**config.mk**
```make
export PLATFORM = sky130hd
export DESIGN_NAME = cpa_useq
export DESIGN_NICKNAME = d
export VERILOG_FILES = /design/src/cpa_pkg.sv /design/src/cpa_useq.sv
export SDC_FILE = /design/constraint.sdc
export NUM_CORES = 1
export LEC_CHECK = 0
export BUFFER_PORTS_ARGS = -buffer_cell sky130_fd_sc_hd__buf_2
export CORE_MARGIN = 8
export CORE_UTILIZATION = 25
export DETAILED_ROUTE_END_ITERATION = 10
export PLACE_DENSITY_LB_ADDON = 0.3
export SYNTH_ARGS = -nofsm -noshare
export SYNTH_HDL_FRONTEND = slang
export SYNTH_SLANG_ARGS = --single-unit
export TNS_END_PERCENT = 100
```
**constraint.sdc**
```tcl
create_clock -name clk -period 2.4 [get_ports clk]
set_input_delay 0.48 -clock clk [delete_from_list [all_inputs] [get_ports clk]]
set_output_delay 0.48 -clock clk [all_outputs]
set_load 0.005 [all_outputs]
```
**src/cpa_pkg.sv**
```systemverilog
`timescale 1ns / 1ps
// ----------------------------------------------------------------------------
// cpa_pkg: shared types and constants of the contiguous page allocator
// Sizes, codes, microcode control word and the microcode program.
// ----------------------------------------------------------------------------
package cpa_pkg;

  localparam int MAX_FRAMES = 1024;
  localparam int PAGE_BYTES = 4096;

  localparam int ADDR_W     = 32;
  localparam int NUM_W      = 11;   // num_frames and page_count fields
  localparam int STATUS_W   = 2;
  localparam int CFG_IDX_W  = 1;
  localparam int CFG_DATA_W = 32;

  localparam int IDX_W      = $clog2(MAX_FRAMES);
  localparam int CNT_RAW_W  = $clog2(MAX_FRAMES + 1);
  localparam int CNT_W      = (CNT_RAW_W > NUM_W) ? CNT_RAW_W : NUM_W;
  localparam int PAGE_SHIFT = $clog2(PAGE_BYTES);
  localparam int PG_W       = ADDR_W - PAGE_SHIFT;

  localparam int SIZE_RST_I = (1024 > MAX_FRAMES) ? MAX_FRAMES : 1024;
  localparam logic [CNT_W-1:0] SIZE_RST = CNT_W'(SIZE_RST_I);
  localparam logic [CNT_W-1:0] MAX_CNT  = CNT_W'(MAX_FRAMES);

  // register indexes
  localparam logic [CFG_IDX_W-1:0] REG_BASE_ADDR  = 1'b0;
  localparam logic [CFG_IDX_W-1:0] REG_NUM_FRAMES = 1'b1;

  // request opcodes
  localparam logic OP_ALLOC = 1'b0;
  localparam logic OP_FREE  = 1'b1;

  typedef enum logic [STATUS_W-1:0] {
    ST_OK      = 2'd0,
    ST_NOSPACE = 2'd1,
    ST_BADADDR = 2'd2
  } status_t;

  // microcode addresses
  typedef enum logic [3:0] {
    U_CLR  = 4'd0,   // clearing sweep after reset
    U_IDLE = 4'd1,   // wait for a request, dispatch on op
    U_A0   = 4'd2,   // alloc: zero count check, start scan
    U_A1   = 4'd3,   // alloc: end check, read entry
    U_A2   = 4'd4,   // alloc: update run, loop until hit
    U_A3   = 4'd5,   // alloc: rewind to run start, form address
    U_A4   = 4'd6,   // alloc: number the run
    U_AOK  = 4'd7,
    U_NOSP = 4'd8,
    U_F1   = 4'd9,   // free: range check, index from address
    U_F2   = 4'd10,  // free: clear entry
    U_F3   = 4'd11,  // free: end check, read next entry
    U_F4   = 4'd12,  // free: continue while entry is a run tail
    U_FOK  = 4'd13,
    U_BAD  = 4'd14
  } upc_t;

  typedef enum logic [3:0] {
    C_NONE, C_ALWAYS, C_N_ZERO, C_PTR_END, C_RUN_MISS,
    C_CNT_MORE, C_BAD, C_RD_MORE, C_CLR_MORE
  } cond_t;

  typedef enum logic [2:0] {P_HOLD, P_ZERO, P_INC, P_FIRST, P_PAGE} ptr_op_t;
  typedef enum logic [1:0] {M_NONE, M_READ, M_WR_ZERO, M_WR_CNT} mem_op_t;
  typedef enum logic [1:0] {R_HOLD, R_ZERO, R_EVAL} run_op_t;
  typedef enum logic [1:0] {K_HOLD, K_ZERO, K_INC} cnt_op_t;

  typedef struct packed {
    cond_t   cond;
    upc_t    target;
    ptr_op_t ptr_op;
    mem_op_t mem_op;
    run_op_t run_op;
    cnt_op_t cnt_op;
    logic    addr_run;   // load result address from run start
    logic    wait_in;    // idle step: ready for a request
    logic    finish;     // deliver result, back to idle
    logic    res_addr;   // result carries the address register
    status_t status;
  } ctrl_t;

  // datapath flags seen by the sequencer
  typedef struct packed {
    logic in_acc;
    logic in_free;
    logic n_zero;
    logic ptr_end;
    logic run_miss;
    logic cnt_more;
    logic bad;
    logic rd_more;
    logic clr_more;
    logic out_free;
  } flags_t;

  localparam ctrl_t CTRL_NOP = '{
    cond: C_NONE, target: U_IDLE, ptr_op: P_HOLD, mem_op: M_NONE,
    run_op: R_HOLD, cnt_op: K_HOLD, addr_run: 1'b0, wait_in: 1'b0,
    finish: 1'b0, res_addr: 1'b0, status: ST_OK
  };

  // microcode ROM
  function automatic ctrl_t ucode(input upc_t pc);
    ctrl_t c;
    c = CTRL_NOP;
    case (pc)
      U_CLR: begin
        c.mem_op = M_WR_ZERO;  c.ptr_op = P_INC;
        c.cond   = C_CLR_MORE; c.target = U_CLR;
      end
      U_IDLE: begin
        c.wait_in = 1'b1;
      end
      U_A0: begin
        c.cond   = C_N_ZERO; c.target = U_NOSP;
        c.ptr_op = P_ZERO;   c.run_op = R_ZERO;
      end
      U_A1: begin
        c.cond   = C_PTR_END; c.target = U_NOSP;
        c.mem_op = M_READ;
      end
      U_A2: begin
        c.cond   = C_RUN_MISS; c.target = U_A1;
        c.run_op = R_EVAL;     c.ptr_op = P_INC;
      end
      U_A3: begin
        c.ptr_op = P_FIRST; c.cnt_op = K_ZERO; c.addr_run = 1'b1;
      end
      U_A4: begin
        c.mem_op = M_WR_CNT;   c.ptr_op = P_INC; c.cnt_op = K_INC;
        c.cond   = C_CNT_MORE; c.target = U_A4;
      end
      U_AOK: begin
        c.finish = 1'b1; c.res_addr = 1'b1; c.status = ST_OK;
      end
      U_NOSP: begin
        c.finish = 1'b1; c.status = ST_NOSPACE;
      end
      U_F1: begin
        c.cond   = C_BAD; c.target = U_BAD;
        c.ptr_op = P_PAGE;
      end
      U_F2: begin
        c.mem_op = M_WR_ZERO; c.ptr_op = P_INC;
      end
      U_F3: begin
        c.cond   = C_PTR_END; c.target = U_FOK;
        c.mem_op = M_READ;
      end
      U_F4: begin
        c.cond = C_RD_MORE; c.target = U_F2;
      end
      U_FOK: begin
        c.finish = 1'b1; c.status = ST_OK;
      end
      U_BAD: begin
        c.finish = 1'b1; c.status = ST_BADADDR;
      end
      default: begin
        c.cond = C_ALWAYS; c.target = U_IDLE;
      end
    endcase
    return c;
  endfunction

endpackage

```
**src/cpa_useq.sv**
```systemverilog
`timescale 1ns / 1ps
// ----------------------------------------------------------------------------
// cpa_useq: microcode sequencer
// Step counter, control ROM and condition/jump logic.
// ----------------------------------------------------------------------------
module cpa_useq (
  input  logic             clk,
  input  logic             rst_n,
  input  cpa_pkg::flags_t  flags,
  output cpa_pkg::ctrl_t   ctrl
);

  cpa_pkg::upc_t upc_r, upc_nxt;
  logic          take;

  assign ctrl = cpa_pkg::ucode(upc_r);

  always_comb begin
    case (ctrl.cond)
      cpa_pkg::C_NONE:     take = 1'b0;
      cpa_pkg::C_ALWAYS:   take = 1'b1;
      cpa_pkg::C_N_ZERO:   take = flags.n_zero;
      cpa_pkg::C_PTR_END:  take = flags.ptr_end;
      cpa_pkg::C_RUN_MISS: take = flags.run_miss;
      cpa_pkg::C_CNT_MORE: take = flags.cnt_more;
      cpa_pkg::C_BAD:      take = flags.bad;
      cpa_pkg::C_RD_MORE:  take = flags.rd_more;
      cpa_pkg::C_CLR_MORE: take = flags.clr_more;
      default:             take = 1'b0;
    endcase
  end

  always_comb begin
    if (ctrl.wait_in) begin
      if (flags.in_acc) upc_nxt = flags.in_free ? cpa_pkg::U_F1 : cpa_pkg::U_A0;
      else              upc_nxt = upc_r;
    end else if (ctrl.finish) begin
      upc_nxt = flags.out_free ? cpa_pkg::U_IDLE : upc_r;
    end else if (take) begin
      upc_nxt = ctrl.target;
    end else begin
      upc_nxt = cpa_pkg::upc_t'(4'(upc_r) + 4'd1);
    end
  end

  always_ff @(posedge clk) begin
    if (!rst_n) upc_r <= cpa_pkg::U_CLR;
    else        upc_r <= upc_nxt;
  end

endmodule
```
==> results.json <==
{
  "status": "finished clean",
  "antenna_found_initial": 0,
  "fin_skew_ps": 0.04199,
  "cts_max_level": 1,
  "hold_viol": 0,
  "viasPerCell": 5.120,
  "worstPathArrival_ps": 1890,
  "reg2reg_slack_ps": 90,
  "hold_start": "rst_n",
  "worstPathMaxFanout": 13,
  "syn_inst": 130,
  "synthesis.area_um2": 872.1,
  "final-max-slew-violation-count": 0,
  "cts_tree": "yes",
  "top_register": "upc_r",
  "synth_top_area_share_pct": 9.182,
  "max_slew_margin_pct": 76.53,
  "firstDrtPassIters": 5,
  "layout.cells.non_filler": 225,
  "dieArea_um2": 5634,
  "nets": 197,
  "ys_ff_latch": 4,
  "finalCritPeriodShare_pct": 98.77,
  "cap_violations": 0,
  "clk_path_buf_depth": 2,
  "power.leakage_nw": 0.6370,
  "io_buffer_count": 34,
  "largest_reg_flops": 4,
  "tns_ps": 0,
  "totalWireLength_mm": 3.191,
  "vias": 1152,
  "chipHeight_um": 75.06,
  "synth-edff-count": 0,
  "ys_async_sr_fraction_pct": 0,
  "synthTopCellsByArea": "dfxtp_1, ha_1, o21ai_0",
  "diodes": 0,
  "p_total_w": 0.001636,
  "synth_cell_types": 49,
  "cp-start-kind": "register",
  "avgRoutedWirePerCell_um": 14.18,
  "fmax_ghz": 0.4219,
  "drt_iter0_markers": 44,
  "drc": 0,
  "grt_pass1_vias": 1122,
  "endpoint_kind": "output port",
  "p_per_area_nw_per_um2": 1209,
  "grt_overflow": 0,
  "holdPathEnd": "upc_r[3]$_SDFFE_PN0P_",
  "hpwl_mm": 2.322,
  "cts_buffers": 3,
  "io_pins": 35,
  "synth_commonest_cells": "nor2_1, inv_1, o21ai_0",
  "r2r_end": "upc_r[2]$_SDFFE_PN0P_",
  "die_w_um": 75.06,
  "r2r-start": "upc_r[1]$_SDFFE_PN0P_",
  "start_util_pct": 26.13,
  "worst-setup-path-type": "register to output port",
  "synth_most_common_cell": "nor2_1",
  "min_path_cells": 3,
  "vdd_drop_max_mv": 0.4253,
  "cts.sinks": 4,
  "syn-num-nets": 146,
  "grt_pass1_wl_mm": 5.244,
  "cts_root_buf": "clkbuf_4",
  "yosysTopAreaCell": "dfxtp_1",
  "synth_top_flop_cell": "dfxtp_1",
  "period_minus_slack_ps": 2370,
  "grt_util_all_layers_pct": 11.82,
  "clkLatencyLatePin_ps": 230,
  "syn_avg_cell_area_um2": 6.708,
  "gp_congestion": 0.8677,
  "rows": 21,
  "drive_above_1_share_pct": 49.16,
  "synth_warnings": 0,
  "worstHoldPathType": "primary input to register",
  "grt_start_max_net_pins": 19,
  "worst-slew-pin-transition_ps": 350.9,
  "clk_pin_slew_ps": 40,
  "yosysSeqAreaShare_pct": 9.182,
  "top_regs": "upc_r: 4 flops",
  "area_delta_synth_final_pct": 55.24,
  "reg2regPathDepth": 10,
  "setup_viol": 0,
  "drtAntennaViolNets": 0,
  "design.core.area_um2": 3337,
  "final_util_pct": 40.57,
  "dpl.cell_count": 216,
  "crit_required_ps": 1920
}
per-stage QoR:
| step | area [um^2] | hold WS (ps) | setup WS (ps) |
|---|---|---|---|
| global placement | 1180 | 668.5 | 15.43 |
| finish | 1354 | 543.1 | 29.51 |
| floorplan | 872.1 | 588.5 | 51.67 |
| global route | 1354 | 574.2 | -10.05 |
| detailed placement | 1180 | 691.4 | 21.59 |
| CTS | 1232 | 528.9 | 3.959 |
final cells by class:
cell class	instances	area [um^2]
sequential	4	86.33
tap	46	57.56
inverter	11	41.29
clock buffer	3	22.52
multi-input combinational	103	775.7
fill	364	1983
timing repair buffer	58	370.4
power by group:
| part | total [W] | internal [W] | switching [W] | leakage, nW |
|---|---|---|---|---|
| registers | 0.000132 | 0.0000983 | 0.0000336 | 0.0342 |
| logic | 0.00142 | 0.000697 | 0.000725 | 0.589 |
| clock network | 0.0000828 | 0.0000559 | 0.0000269 | 0.0138 |
worst max-delay path: stages (launching register included):
cell and delay [ps]:
dfxtp_2 320, buf_4 150, ha_4 170, buf_12 140, or3b_4 390, a31oi_4 220, buf_6 120, inv_1 30
buf_2 110
logic make-up after synthesis:
group           synth area share (%)
buf+inv                        12.48
simple gates                   37.30
flops                          9.183
compound gates                 30.70
xor+xnor                       2.009
mux                            2.582
fa+ha+maj                      5.739
layer usage:
| metal | track usage (%) | vias to the layer above | share of wire (%) |
|---|---|---|---|
| met5 | 0 | - | 0 |
| met1 | 15.38 | 528 | 47 |
| met3 | 1.731 | 6 | 6.5 |
| met2 | 18.52 | 51 | 45 |
| met4 | 5.435 | 0 | 1.9 |
| li1 | - | 567 | - |
layout by cell type, fill, tap and decap left out, types with 3 or more instances in the layout:
master	instances
ha_4	4
o21ai_0	8
inv_1	7
clkbuf_4	3
nor3_1	6
nor2_1	10
buf_4	21
nand2b_1	5
nand2_1	7
buf_2	34
a21oi_1	7
nand3_1	7
inv_2	4
and2_1	4
worst max-delay path by stage:
stage,startpoint,end,slack (ps)
after CTS,upc_r[0]$_SDFFE_PN0P_,upc_r[1]$_SDFFE_PN0P_,4
after global routing,upc_r[1]$_SDFFE_PN0P_,ctrl[3],-10
after floorplan,upc_r[0]$_SDFFE_PN0P_,upc_r[1]$_SDFFE_PN0P_,50
after detailed placement,upc_r[1]$_SDFFE_PN0P_,upc_r[1]$_SDFFE_PN0P_,20
final,upc_r[1]$_SDFFE_PN0P_,ctrl[3],30
after global placement,upc_r[0]$_SDFFE_PN0P_,upc_r[1]$_SDFFE_PN0P_,20
repair_timing:
item                                    4_1_cts  5_1_grt
pin swaps                                     1        5
endpoints found under the setup margin        2        6
resized for setup                             4       22
gates cloned                                  0        0
buffers inserted                              3        3
hold buffers                                  0        0
Note: power is estimated with default switching activity, not from simulation.
